### src/hdl/egsd_pkg.sv
// Shared types and the signed unmapping function for the Elias gamma decoder.
`default_nettype none

package egsd_pkg;

  localparam int unsigned ByteW  = 8;
  localparam int unsigned ValueW = 32;
  localparam int unsigned CountW = 5;
  localparam int unsigned BitIdxW = 3;

  // One decoded result as it leaves the back end
  typedef struct packed {
    logic [ValueW-1:0] value;
    logic              error;
    logic              last;
  } egsd_result_t;

  // Odd n gives (n-1)/2, even n gives -(n/2)
  function automatic logic [ValueW-1:0] egsd_unmap(input logic [ValueW-1:0] n);
    logic [ValueW-1:0] half;
    half = {1'b0, n[ValueW-1:1]};
    return n[0] ? half : ({ValueW{1'b0}} - half);
  endfunction

endpackage

`default_nettype wire

### src/hdl/egsd_byte_fifo.sv
// Two-entry byte queue between the input channel and the bit-serial decoder.
`default_nettype none

module egsd_byte_fifo (
  input  wire                        clk,
  input  wire                        rst_n,
  input  wire                        wr_valid,
  output logic                       wr_ready,
  input  wire  [egsd_pkg::ByteW-1:0] wr_data,
  output logic                       rd_valid,
  input  wire                        rd_pop,
  output logic [egsd_pkg::ByteW-1:0] rd_data
);
  import egsd_pkg::*;

  logic [ByteW-1:0] mem_r [2];
  logic             wr_ptr_r;
  logic             wr_ptr_nxt;
  logic             rd_ptr_r;
  logic             rd_ptr_nxt;
  logic [1:0]       count_r;
  logic [1:0]       count_nxt;
  logic             push;
  logic             pop;

  // Report space and head entry
  always_comb begin
    wr_ready = (count_r != 2'd2);
    rd_valid = (count_r != 2'd0);
    rd_data  = mem_r[rd_ptr_r];
    push     = wr_valid && wr_ready;
    pop      = rd_pop && rd_valid;
  end

  // Advance pointers and occupancy
  always_comb begin
    wr_ptr_nxt = push ? ~wr_ptr_r : wr_ptr_r;
    rd_ptr_nxt = pop ? ~rd_ptr_r : rd_ptr_r;
    count_nxt  = count_r;
    if (push && !pop) begin
      count_nxt = count_r + 2'd1;
    end else if (pop && !push) begin
      count_nxt = count_r - 2'd1;
    end
  end

  always_ff @(posedge clk) begin
    if (!rst_n) begin
      wr_ptr_r <= 1'b0;
      rd_ptr_r <= 1'b0;
      count_r  <= 2'd0;
    end else begin
      wr_ptr_r <= wr_ptr_nxt;
      rd_ptr_r <= rd_ptr_nxt;
      count_r  <= count_nxt;
    end
  end

  // Store the incoming byte
  always_ff @(posedge clk) begin
    if (push) begin
      mem_r[wr_ptr_r] <= wr_data;
    end
  end

endmodule

`default_nettype wire

### src/hdl/egsd_back.sv
// Bit-serial Elias gamma decoder with a pending result slot and an output register.
`default_nettype none

module egsd_back (
  input  wire                          clk,
  input  wire                          rst_n,
  input  wire                          byte_valid,
  input  wire  [egsd_pkg::ByteW-1:0]   byte_data,
  output logic                         byte_pop,
  output logic                         res_valid,
  input  wire                          res_ready,
  output egsd_pkg::egsd_result_t       res
);
  import egsd_pkg::*;

  // Byte walker
  logic               busy_r,  busy_nxt;
  logic [ByteW-1:0]   sh_r,    sh_nxt;
  logic [BitIdxW-1:0] idx_r,   idx_nxt;
  // Decode state
  logic               counting_r, counting_nxt;
  logic [CountW-1:0]  rem_r,      rem_nxt;
  logic [ValueW-1:0]  buf_r,      buf_nxt;
  // Pending result, held until the next one or the byte's end shows if it is last
  logic               pend_valid_r, pend_valid_nxt;
  logic               pend_final_r, pend_final_nxt;
  logic               pend_err_r,   pend_err_nxt;
  logic [ValueW-1:0]  pend_val_r,   pend_val_nxt;
  // Output register
  logic               out_valid_r,  out_valid_nxt;
  egsd_result_t       out_r,        out_nxt;

  logic               cur_bit;
  logic               last_bit;
  logic               emit;
  logic               emit_err;
  logic [ValueW-1:0]  emit_val;
  logic               step_counting;
  logic [CountW-1:0]  step_rem;
  logic [ValueW-1:0]  step_buf;
  logic               move_ok;
  logic               stall;
  logic               step;
  logic               push;
  logic               load;

  // Decode one bit from the current state
  always_comb begin
    cur_bit       = sh_r[ByteW-1];
    emit          = 1'b0;
    emit_err      = 1'b0;
    emit_val      = '0;
    step_counting = counting_r;
    step_rem      = rem_r;
    step_buf      = buf_r;
    if (counting_r) begin
      if (!cur_bit) begin
        if (rem_r == {CountW{1'b1}}) begin
          emit     = 1'b1;
          emit_err = 1'b1;
          step_rem = '0;
        end else begin
          step_rem = rem_r + CountW'(1);
        end
      end else begin
        step_buf = {{(ValueW-1){1'b0}}, 1'b1};
        if (rem_r == '0) begin
          emit     = 1'b1;
          emit_val = egsd_unmap(step_buf);
        end else begin
          step_counting = 1'b0;
        end
      end
    end else begin
      step_buf = {buf_r[ValueW-2:0], cur_bit};
      step_rem = rem_r - CountW'(1);
      if (step_rem == '0) begin
        emit          = 1'b1;
        emit_val      = egsd_unmap(step_buf);
        step_counting = 1'b1;
      end
    end
  end

  // Handshake between bit steps, pending slot and output register
  always_comb begin
    last_bit = (idx_r == {BitIdxW{1'b1}});
    move_ok  = !out_valid_r || res_ready;
    stall    = emit && pend_valid_r && !move_ok;
    step     = busy_r && !stall;
    push     = pend_valid_r && move_ok && (pend_final_r || (busy_r && emit));
    load     = byte_valid && (!busy_r || (step && last_bit));
    byte_pop = load;
  end

  // Next state for walker, decoder, pending slot and output
  always_comb begin
    busy_nxt       = busy_r;
    sh_nxt         = sh_r;
    idx_nxt        = idx_r;
    counting_nxt   = counting_r;
    rem_nxt        = rem_r;
    buf_nxt        = buf_r;
    pend_valid_nxt = pend_valid_r;
    pend_final_nxt = pend_final_r;
    pend_err_nxt   = pend_err_r;
    pend_val_nxt   = pend_val_r;
    out_valid_nxt  = out_valid_r;
    out_nxt        = out_r;

    // Advance through the byte, or take a fresh one
    if (load) begin
      busy_nxt = 1'b1;
      sh_nxt   = byte_data;
      idx_nxt  = '0;
    end else if (step) begin
      sh_nxt  = {sh_r[ByteW-2:0], 1'b0};
      idx_nxt = idx_r + BitIdxW'(1);
      if (last_bit) begin
        busy_nxt = 1'b0;
      end
    end

    if (step) begin
      counting_nxt = step_counting;
      rem_nxt      = step_rem;
      buf_nxt      = step_buf;
    end

    // Drop the pending result into the output register
    if (push) begin
      out_valid_nxt     = 1'b1;
      out_nxt.value     = pend_val_r;
      out_nxt.error     = pend_err_r;
      out_nxt.last      = pend_final_r;
      pend_valid_nxt    = 1'b0;
      pend_final_nxt    = 1'b0;
    end else if (res_ready) begin
      out_valid_nxt = 1'b0;
    end

    // Hold the new result; mark it final at the end of the byte
    if (step && emit) begin
      pend_valid_nxt = 1'b1;
      pend_val_nxt   = emit_val;
      pend_err_nxt   = emit_err;
      pend_final_nxt = last_bit;
    end else if (step && last_bit && pend_valid_nxt) begin
      pend_final_nxt = 1'b1;
    end
  end

  always_ff @(posedge clk) begin
    if (!rst_n) begin
      busy_r       <= 1'b0;
      idx_r        <= '0;
      counting_r   <= 1'b1;
      rem_r        <= '0;
      buf_r        <= '0;
      pend_valid_r <= 1'b0;
      pend_final_r <= 1'b0;
      out_valid_r  <= 1'b0;
    end else begin
      busy_r       <= busy_nxt;
      idx_r        <= idx_nxt;
      counting_r   <= counting_nxt;
      rem_r        <= rem_nxt;
      buf_r        <= buf_nxt;
      pend_valid_r <= pend_valid_nxt;
      pend_final_r <= pend_final_nxt;
      out_valid_r  <= out_valid_nxt;
    end
  end

  // Payload registers
  always_ff @(posedge clk) begin
    sh_r       <= sh_nxt;
    pend_err_r <= pend_err_nxt;
    pend_val_r <= pend_val_nxt;
    out_r      <= out_nxt;
  end

  assign res_valid = out_valid_r;
  assign res       = out_r;

endmodule

`default_nettype wire

### src/hdl/elias_gamma_signed_decoder_unit.sv
// Top level of the Elias gamma decoder with signed unmapping.
//
// The slave channel takes one bitstream byte per beat on in_tdata, MSB first.
// The master channel gives one decoded value per beat: out_tdata is the
// signed value, out_tuser flags a zero prefix longer than 31 bits (value 0),
// and out_tlast marks the final result caused by an input byte. A byte that
// completes no code word gives no beat at all.
// Bytes enter a two-entry queue, and the decoder walks each one a bit per
// cycle while the pending slot does not stall it; the next byte is loaded
// in the same cycle as the last bit of the previous one is decoded. Each
// result is held in a pending slot until the next result or the end of its
// byte shows whether it carries tlast, then moves to the output register, so
// a code word passes the queue, the bit walker, the pending slot and the
// output register before out_tvalid rises.
// A stalled receiver holds the output beat; decoding goes on until the
// pending slot is also full, and then the queue fills and in_tready drops.
// Reset (rst_n low, synchronous) empties the queue, drops held results and
// returns the decoder to counting leading zeros with a zero count.
`default_nettype none

module elias_gamma_signed_decoder_unit (
  input  wire         clk,
  input  wire         rst_n,
  input  wire         in_tvalid,
  output logic        in_tready,
  input  wire  [7:0]  in_tdata,   // [7:0] data_byte
  output logic        out_tvalid,
  input  wire         out_tready,
  output logic [31:0] out_tdata,  // [31:0] value
  output logic [0:0]  out_tuser,  // [0] error
  output logic        out_tlast
);
  import egsd_pkg::*;

  logic             q_valid;
  logic             q_pop;
  logic [ByteW-1:0] q_data;
  egsd_result_t     res;

  // Front: byte queue
  egsd_byte_fifo u_front (
    .clk      (clk),
    .rst_n    (rst_n),
    .wr_valid (in_tvalid),
    .wr_ready (in_tready),
    .wr_data  (in_tdata),
    .rd_valid (q_valid),
    .rd_pop   (q_pop),
    .rd_data  (q_data)
  );

  // Back: bit-serial decode and result staging
  egsd_back u_back (
    .clk        (clk),
    .rst_n      (rst_n),
    .byte_valid (q_valid),
    .byte_data  (q_data),
    .byte_pop   (q_pop),
    .res_valid  (out_tvalid),
    .res_ready  (out_tready),
    .res        (res)
  );

  assign out_tdata = res.value;
  assign out_tuser = res.error;
  assign out_tlast = res.last;

  // An error beat carries a zero value
  assert property (@(posedge clk) disable iff (!rst_n)
    (out_tvalid && out_tuser[0]) |-> (out_tdata == '0))
    else $error("error beat with nonzero value");

  // No beat is offered right after reset
  assert property (@(posedge clk) disable iff (!rst_n)
    $rose(rst_n) |-> !out_tvalid)
    else $error("output valid after reset");

  // A full queue always has a byte waiting for the decoder
  assert property (@(posedge clk) disable iff (!rst_n)
    !in_tready |-> q_valid)
    else $error("input stalled with empty queue");

endmodule

`default_nettype wire
### config.mk
export PLATFORM = sky130hd
export DESIGN_NAME = elias_gamma_signed_decoder_unit
export DESIGN_NICKNAME = d
export VERILOG_FILES = /design/src/hdl/egsd_pkg.sv /design/src/hdl/egsd_byte_fifo.sv /design/src/hdl/egsd_back.sv /design/src/hdl/elias_gamma_signed_decoder_unit.sv
export SDC_FILE = /design/constraint.sdc
export NUM_CORES = 1
export LEC_CHECK = 0
export ABC_AREA = 1
export BUFFER_PORTS_ARGS = -buffer_cell sky130_fd_sc_hd__buf_2
export CAP_MARGIN = 20
export CORE_UTILIZATION = 51
export CTS_CLUSTER_SIZE = 30
export DETAILED_ROUTE_END_ITERATION = 8
export GPL_TIMING_DRIVEN = 1
export PLACE_DENSITY = 0.76
export SLEW_MARGIN = 15
export SYNTH_ARGS = -nofsm -noshare
export SYNTH_HDL_FRONTEND = slang
export SYNTH_SLANG_ARGS = --single-unit
### constraint.sdc
create_clock -name clk -period 9.3 [get_ports clk]
set_input_delay 0.93 -clock clk [delete_from_list [all_inputs] [get_ports clk]]
set_output_delay 0.93 -clock clk [all_outputs]
set_load 0.01 [all_outputs]
# Yosys cells after proc, flatten, opt, wreduce, memory -nomap -nowiden
# Memory sizes are Yosys's and may differ from the RTL's. A register that Yosys moved wholly into a read port is not among the register bits.
# Index checks and enable logic that the tools add are counted.
dict set report totals {
  register_bits 123
  ramBits 16
  input_bits 12
  output_inout_bits 36
  wordCells 104
  memories 1
}
dict set report classes {
  addsub 6
  n_eq_ne 5
  muxes 31
  n_bitwise 5
  reduce_logical 38
}
# name words width read_ports rd_clocked_by_memory_dff write_ports line_no
set mem_list {}
lappend mem_list {u_front.mem_r 2 8 1 1 1 egsd_byte_fifo.sv:16} ;# logic [ByteW-1:0] mem_r [2];
# cell n
set op_table {}
lappend op_table {{31-bit 2-to-1 mux} 3}
lappend op_table {{1-bit by 31-bit subtractor with 32-bit output (first input constant)} 1}
lappend op_table {{1-bit 2-to-1 mux} 21}
lappend op_table {{8-bit 2-to-1 mux} 2}
lappend op_table {{5-bit 2-to-1 mux} 3}
lappend op_table {{1-bit logical AND} 14}
lappend op_table {{5-bit logical NOT} 2}
lappend op_table {{2-bit nonzero test} 5}
lappend op_table {{1-bit logical NOT} 6}
lappend op_table {{2-bit AND reduction} 3}
lappend op_table {{2-bit OR reduction} 3}
lappend op_table {{5-bit by 1-bit adder with 5-bit output (second input constant)} 1}
lappend op_table {{5-bit == test (second input constant)} 1}
lappend op_table {{1-bit inverter} 5}
lappend op_table {{5-bit by 1-bit subtractor with 5-bit output (second input constant)} 1}
lappend op_table {{2-bit 2-to-1 mux} 2}
lappend op_table {{2-bit inequality test (second input constant)} 2}
lappend op_table {{3-bit by 1-bit adder with 3-bit output (second input constant)} 1}
lappend op_table {{3-bit == test (second input constant)} 1}
lappend op_table {{1-bit logical OR} 3}
lappend op_table {{3-bit nonzero test} 1}
lappend op_table {{3-bit OR reduction} 1}
lappend op_table {{2-bit by 1-bit adder with 2-bit output (second input constant)} 1}
lappend op_table {{2-bit by 1-bit inequality test with 1-bit output (second input constant)} 1}
lappend op_table {{2-bit by 1-bit subtractor with 2-bit output (second input constant)} 1}

# Depth between registers and ports, before layout
dict set report depth {
  ltp_word 15
  ltp_mapped 17
  depth_no_buf 16
}

# Modules after synthesis
# Synthesis repeated with hierarchy kept, for this count alone.
dict set report hier_totals {
  hier_cells 628
  area_unflattened_um2 6318.6
}
# module instances cells_each area_per_inst_um2 seq_area_each_um2
set by_module_without_submodules {}
lappend by_module_without_submodules {egsd_back 1 566 5482.8 3133.0}
lappend by_module_without_submodules {egsd_byte_fifo 1 62 835.8 580.6}

# Worst setup path after synthesis
# No wires, ideal clock.
dict set report synth_path {
  kind {reg2reg}
  startpoint {reg u_back.rem_r[0]}
  endpoint {reg u_back.pend_final_r}
  arrival_time_ns 3.150
  t_required_ns 9.190
  path_slack_ns 6.040
  stages_incl_launch_ff 16
  path_buffers 0
  period_less_slack_ns 3.260
  cell_sequence {dfxtp_1 -> ha_1 -> nand2_1 -> nor2_1 -> ha_1 -> nand2_1 -> nor2_1 -> a21oi_1 -> nand2_2 -> nand2_1 -> nor2_1 -> inv_1 -> nand3_1 -> nand3_1 -> nand2_1 -> inv_1}
}
dict set report synth_between {
  elab_chain_cells 12
}
# element line_no
set synth_rtl {}
lappend synth_rtl {{start, declared} egsd_back.sv:22} ;# logic [CountW-1:0] rem_r, rem_nxt;
lappend synth_rtl {{start signal, assigned} egsd_back.sv:167} ;# rem_r <= rem_nxt;
lappend synth_rtl {{5-bit by 1-bit subtractor with 5-bit output, or another cell as far along} egsd_back.sv:76} ;# step_rem = rem_r - CountW'(1);
lappend synth_rtl {{5-bit logical NOT, or another cell as far along} egsd_back.sv:77} ;# if (step_rem == '0) begin
lappend synth_rtl {{1-bit 2-to-1 mux (on tied branches)} {egsd_back.sv:77, egsd_back.sv:57}}
lappend synth_rtl {{1-bit 2-to-1 mux *} egsd_back.sv:56} ;# if (counting_r) begin
lappend synth_rtl {{1-bit logical AND (2 in series)} egsd_back.sv:89} ;# stall = emit && pend_valid_r && !move_ok;
lappend synth_rtl {{1-bit logical NOT} egsd_back.sv:90} ;# step = busy_r && !stall;
lappend synth_rtl {{1-bit logical AND} egsd_back.sv:90}
lappend synth_rtl {{1-bit logical AND (2 in series)} egsd_back.sv:148} ;# end else if (step && last_bit && pend_valid_nxt) begin
lappend synth_rtl {{1-bit 2-to-1 mux} egsd_back.sv:148}
lappend synth_rtl {{1-bit 2-to-1 mux} egsd_back.sv:143} ;# if (step && emit) begin
lappend synth_rtl {{end signal, assigned} egsd_back.sv:170} ;# pend_final_r <= pend_final_nxt;
lappend synth_rtl {{end, declared} egsd_back.sv:26} ;# logic pend_final_r, pend_final_nxt;
# Mark *: on every way between the ends. The rest lies on a longest branch, timed or not.
# A chain may end at the register's enable or synchronous reset.

# Worst setup path in the final report
dict set report layout_path {
  startpoint {reg u_back.rem_r[1]}
  endpoint {reg u_back.out_r, in the netlist u_back.res[0] (enable)}
}
dict set report layout_between {
  elab_chain_cells 7
}
# element line_no
set layout_rtl {}
lappend layout_rtl {{5-bit by 1-bit subtractor with 5-bit output, or another cell as far along} egsd_back.sv:76}
lappend layout_rtl {{5-bit logical NOT, or another cell as far along} egsd_back.sv:77}
lappend layout_rtl {{1-bit 2-to-1 mux (on tied branches)} {egsd_back.sv:77, egsd_back.sv:57}}
lappend layout_rtl {{1-bit 2-to-1 mux *} egsd_back.sv:56}
lappend layout_rtl {{1-bit logical AND *} egsd_back.sv:91} ;# push = pend_valid_r && move_ok && (pend_final_r || (busy_r && emit));
lappend layout_rtl {{1-bit logical OR *} egsd_back.sv:91}
lappend layout_rtl {{1-bit logical AND *} egsd_back.sv:91}
lappend layout_rtl {{end signal, assigned} egsd_back.sv:180} ;# out_r <= out_nxt;
lappend layout_rtl {{end, declared} egsd_back.sv:31} ;# egsd_result_t out_r, out_nxt;
# Marks and branches as above.

==> impl_metrics.json <==
{
  "setup_violations": 0,
  "clk_latency_ps": 420,
  "cts.sinks": 140,
  "drcViolationCount": 0,
  "grt_max_degree": 38,
  "switching_power_uw": 564,
  "synth_top_cells_by_area": "edfxtp_1, dfxtp_1, nand2_1, a21oi_1, nand3_1",
  "grt_pass1_vias": 3996,
  "internal-power_uw": 1370,
  "antenna_left": 0,
  "r2r_end": "u_back.res[0]",
  "crit_type": "flop to flop",
  "via_count": 4359,
  "die_area_sq_um": 12200,
  "rsz0062_at_grt": "no",
  "synth.distinct_cells": 37,
  "ys_ff_latch": 140,
  "crit_fanout": 34,
  "cp_common_cell": "nand2_1",
  "syn-num-nets": 628,
  "critical_path_arrival_ps": 2690,
  "grt_use_total_pct": 20.1,
  "cp_cell_sequence": "ha_1 > nand2_1 > nor2_1 > ha_1 > nand2_1 > nor2_1 > a21oi_1 > nand2_2 > nand2_1 > nand2_1 > nand3_1 > inv_1 > buf_4",
  "syn_area_sq_um": 5970,
  "fin_setup_tns_ps": 0,
  "p_clk_share_pct": 38.2,
  "placementRows": 39,
  "netlist.top_cell.by_area": "edfxtp_1",
  "async_flop_share_pct": 0,
  "cts_buffers": 17,
  "post_cts_resized": 0,
  "synthCells": 609,
  "cts_tree": "yes",
  "startpoint": "u_back.rem_r[1]",
  "path_delay_family": "simple AND/OR/NAND/NOR gates",
  "final_area_sq_um": 6930,
  "diodes": 0,
  "sw_frac_of_total_pct": 29.1,
  "place_congestion": 0.831,
  "seq_power_share_pct": 43.1,
  "vdd_drop_max_mv": 0.171,
  "layout-drive-gt1-share_pct": 15.4,
  "finalHoldViolations": 0,
  "cp_num_cells": 13,
  "critical_path.slowest_cell": "dfxtp_1",
  "synth-edff-count": 91,
  "hp-class": "flop to flop",
  "antenna_found_initial": 0,
  "post-route-period-util_pct": 28.3,
  "crit_buf_inv": 2,
  "worstMarginPinSlew_ps": 799,
  "r2r-start": "u_back.rem_r[1]",
  "placed_cell_area_sq_um": 6280,
  "wl_microns": 11100,
  "power_density_nw_per_um2": 280,
  "slew_headroom_pct": 46.7,
  "hpwlAfterDp_microns": 7110,
  "cts_root_buf": "clkbuf_16",
  "finalPower_uw": 1940,
  "synth_ff_type": "edfxtp_1",
  "clock_path_buffers": 2,
  "crit_path_start_kind": "flop",
  "yosys_warnings": 0,
  "skew_ps": 6.50,
  "core_sq_um": 11400,
  "avgSynthCellArea_sq_um": 9.81,
  "first_pass_iters": 5,
  "via_per_inst": 5.38,
  "grt_pass1_wl_microns": 18300,
  "post_cts_buffers": 0,
  "p_comb_share_pct": 18.6,
  "critPathMaxStageDelay_ps": 420,
  "ys_seq_area_share_pct": 62.2,
  "fin_nets": 673,
  "max_freq_ghz": 0.380,
  "cts.reportedPaths.clkPinSlew_ps": 60,
  "setup.worst_path.end": "u_back.res[0]",
  "grt.overflow.total": 0,
  "initialDrtViolationCount": 236,
  "max_cap_viol_count": 0,
  "crit_path_end_kind": "flop",
  "port_buffers": 47,
  "die_h_microns": 110,
  "outcome": "finished, final reports clean",
  "wl_per_cell_microns": 13.6,
  "fin_crit_ps": 2630,
  "maxSlewViolCount": 0,
  "area_growth_pct": 16.1,
  "rrSetupSlack_ps": 6670,
  "die_w_microns": 110,
  "h-tree-depth": 4,
  "synth_top_area_share_pct": 45.7,
  "cp.required_ps": 9360,
  "p_leak_uw": 0.00262,
  "ios": 48,
  "initial_core_util_pct": 52.3,
  "hold_buffers": 0,
  "rr_worst_depth": 13
}
-- how the worst min path moves through the flow --
stage	from	endpoint	slack, ps	cells after the start
CTS	u_back.pend_val_r[24]	u_back.res[26]	420	0
global route	u_back.pend_val_r[4]	u_back.res[6]	420	0
floorplan	u_back.pend_val_r[8]	u_back.res[10]	400	0
global placement	u_back.pend_val_r[11]	u_back.res[13]	400	0
finish	u_back.pend_val_r[24]	u_back.res[26]	420	0
detailed placement	u_back.pend_val_r[24]	u_back.res[26]	400	0
-- worst reg2reg max path: stages, from the launching register on --
cell	delay, ps
dfxtp_1	420
ha_1	220
nand2_1	60
nor2_1	130
ha_1	190
nand2_1	80
nor2_1	160
a21oi_1	80
nand2_2	90
nand2_1	80
nand2_1	80
nand3_1	160
inv_1	90
buf_4	410
-- state kept, by name, indices dropped and copies added, names as in the netlist, 2 cells and up, named ones only --
signal and cells:
u_back.pend_val_r 32, u_back.rem_r 5, u_front.count_r 2, u_back.buf_r 31, u_back.res 34, u_front.mem_r 16, u_back.idx_r 3, u_back.sh_r 8
-- final cells by class --
cell class | count | area (sq um)
Clock buffer | 18 | 429
Timing Repair Buffer | 50 | 258
Sequential cell | 140 | 3710
Clock inverter | 14 | 224
Tap cell | 143 | 179
Multi-Input combinational cell | 385 | 1900
Fill cell | 937 | 4480
Inverter | 60 | 228
-- cells by family after synthesis --
logic type	Yosys count	share of synthesized area (%)
AOI/OAI and AO/OA	124	10.8
muxes	1	0.168
adders and majority gates	7	1.47
buffers and inverters	84	6.03
DFF	140	62.2
xor gates and xnor gates	8	1.17
and+or+nand+nor	245	18.2
-- through the flow --
step / util [%] / hold slack (ps) / worst slack [ps] / cells
detailed placement: 55.0 / 405 / 6680 / 778
global route: 60.7 / 421 / 6400 / 810
CTS: 60.7 / 416 / 6660 / 810
global placement: 55.0 / 401 / 6800 / 778
finish: 60.7 / 417 / 6670 / 810
floorplan: - / 400 / 6040 / 609
-- Yosys cell counts, types with 4 or more instances --
| cell | instances |
|---|---|
| o21ai_0 | 47 |
| buf_6 | 5 |
| inv_2 | 6 |
| clkbuf_1 | 15 |
| or2_2 | 4 |
| xor2_1 | 7 |
| edfxtp_1 | 91 |
| nand2_1 | 111 |
| nand3_1 | 52 |
| a21oi_1 | 70 |
| dfxtp_1 | 49 |
| nor2_1 | 51 |
| nand2_2 | 5 |
| nor3_1 | 5 |
| ha_1 | 7 |
| inv_1 | 52 |
| buf_2 | 4 |
-- placed cells by master, fill, tap and decap left out, types with 4 or more instances in the layout --
cell	count
inv_1	52
nor3_1	5
nand2_2	5
a21oi_1	70
ha_1	7
nand2_1	111
nand3_1	52
o21ai_0	47
xor2_1	7
inv_2	6
clkbuf_16	17
nor2_2	4
edfxtp_1	91
buf_2	47
dfxtp_1	49
clkinv_1	5
bufinv_16	6
or2_2	4
nor2_1	50
-- power by group through the flow --
| stage | logic, uW | clock network [uW] | registers (uW) |
|---|---|---|---|
| final | 361 | 741 | 836 |
| after global placement | 343 | 0 | 842 |
| after detailed placement | 359 | 0 | 848 |
| after floorplan | 317 | 0 | 821 |
| after global routing | 412 | 781 | 847 |
| after CTS | 361 | 750 | 836 |
-- layer usage --
| layer | global-route usage (%) | up-vias | part of all wire [%] |
|---|---|---|---|
| met5 | 0 | - | 0 |
| met2 | 34.9 | 152 | 51 |
| met1 | 23.4 | 2022 | 41 |
| li1 | - | 2164 | - |
| met3 | 5.88 | 21 | 5.9 |
| met4 | 7.80 | 0 | 1.7 |
No activity file was read; power rests on OpenSTA's default activity.
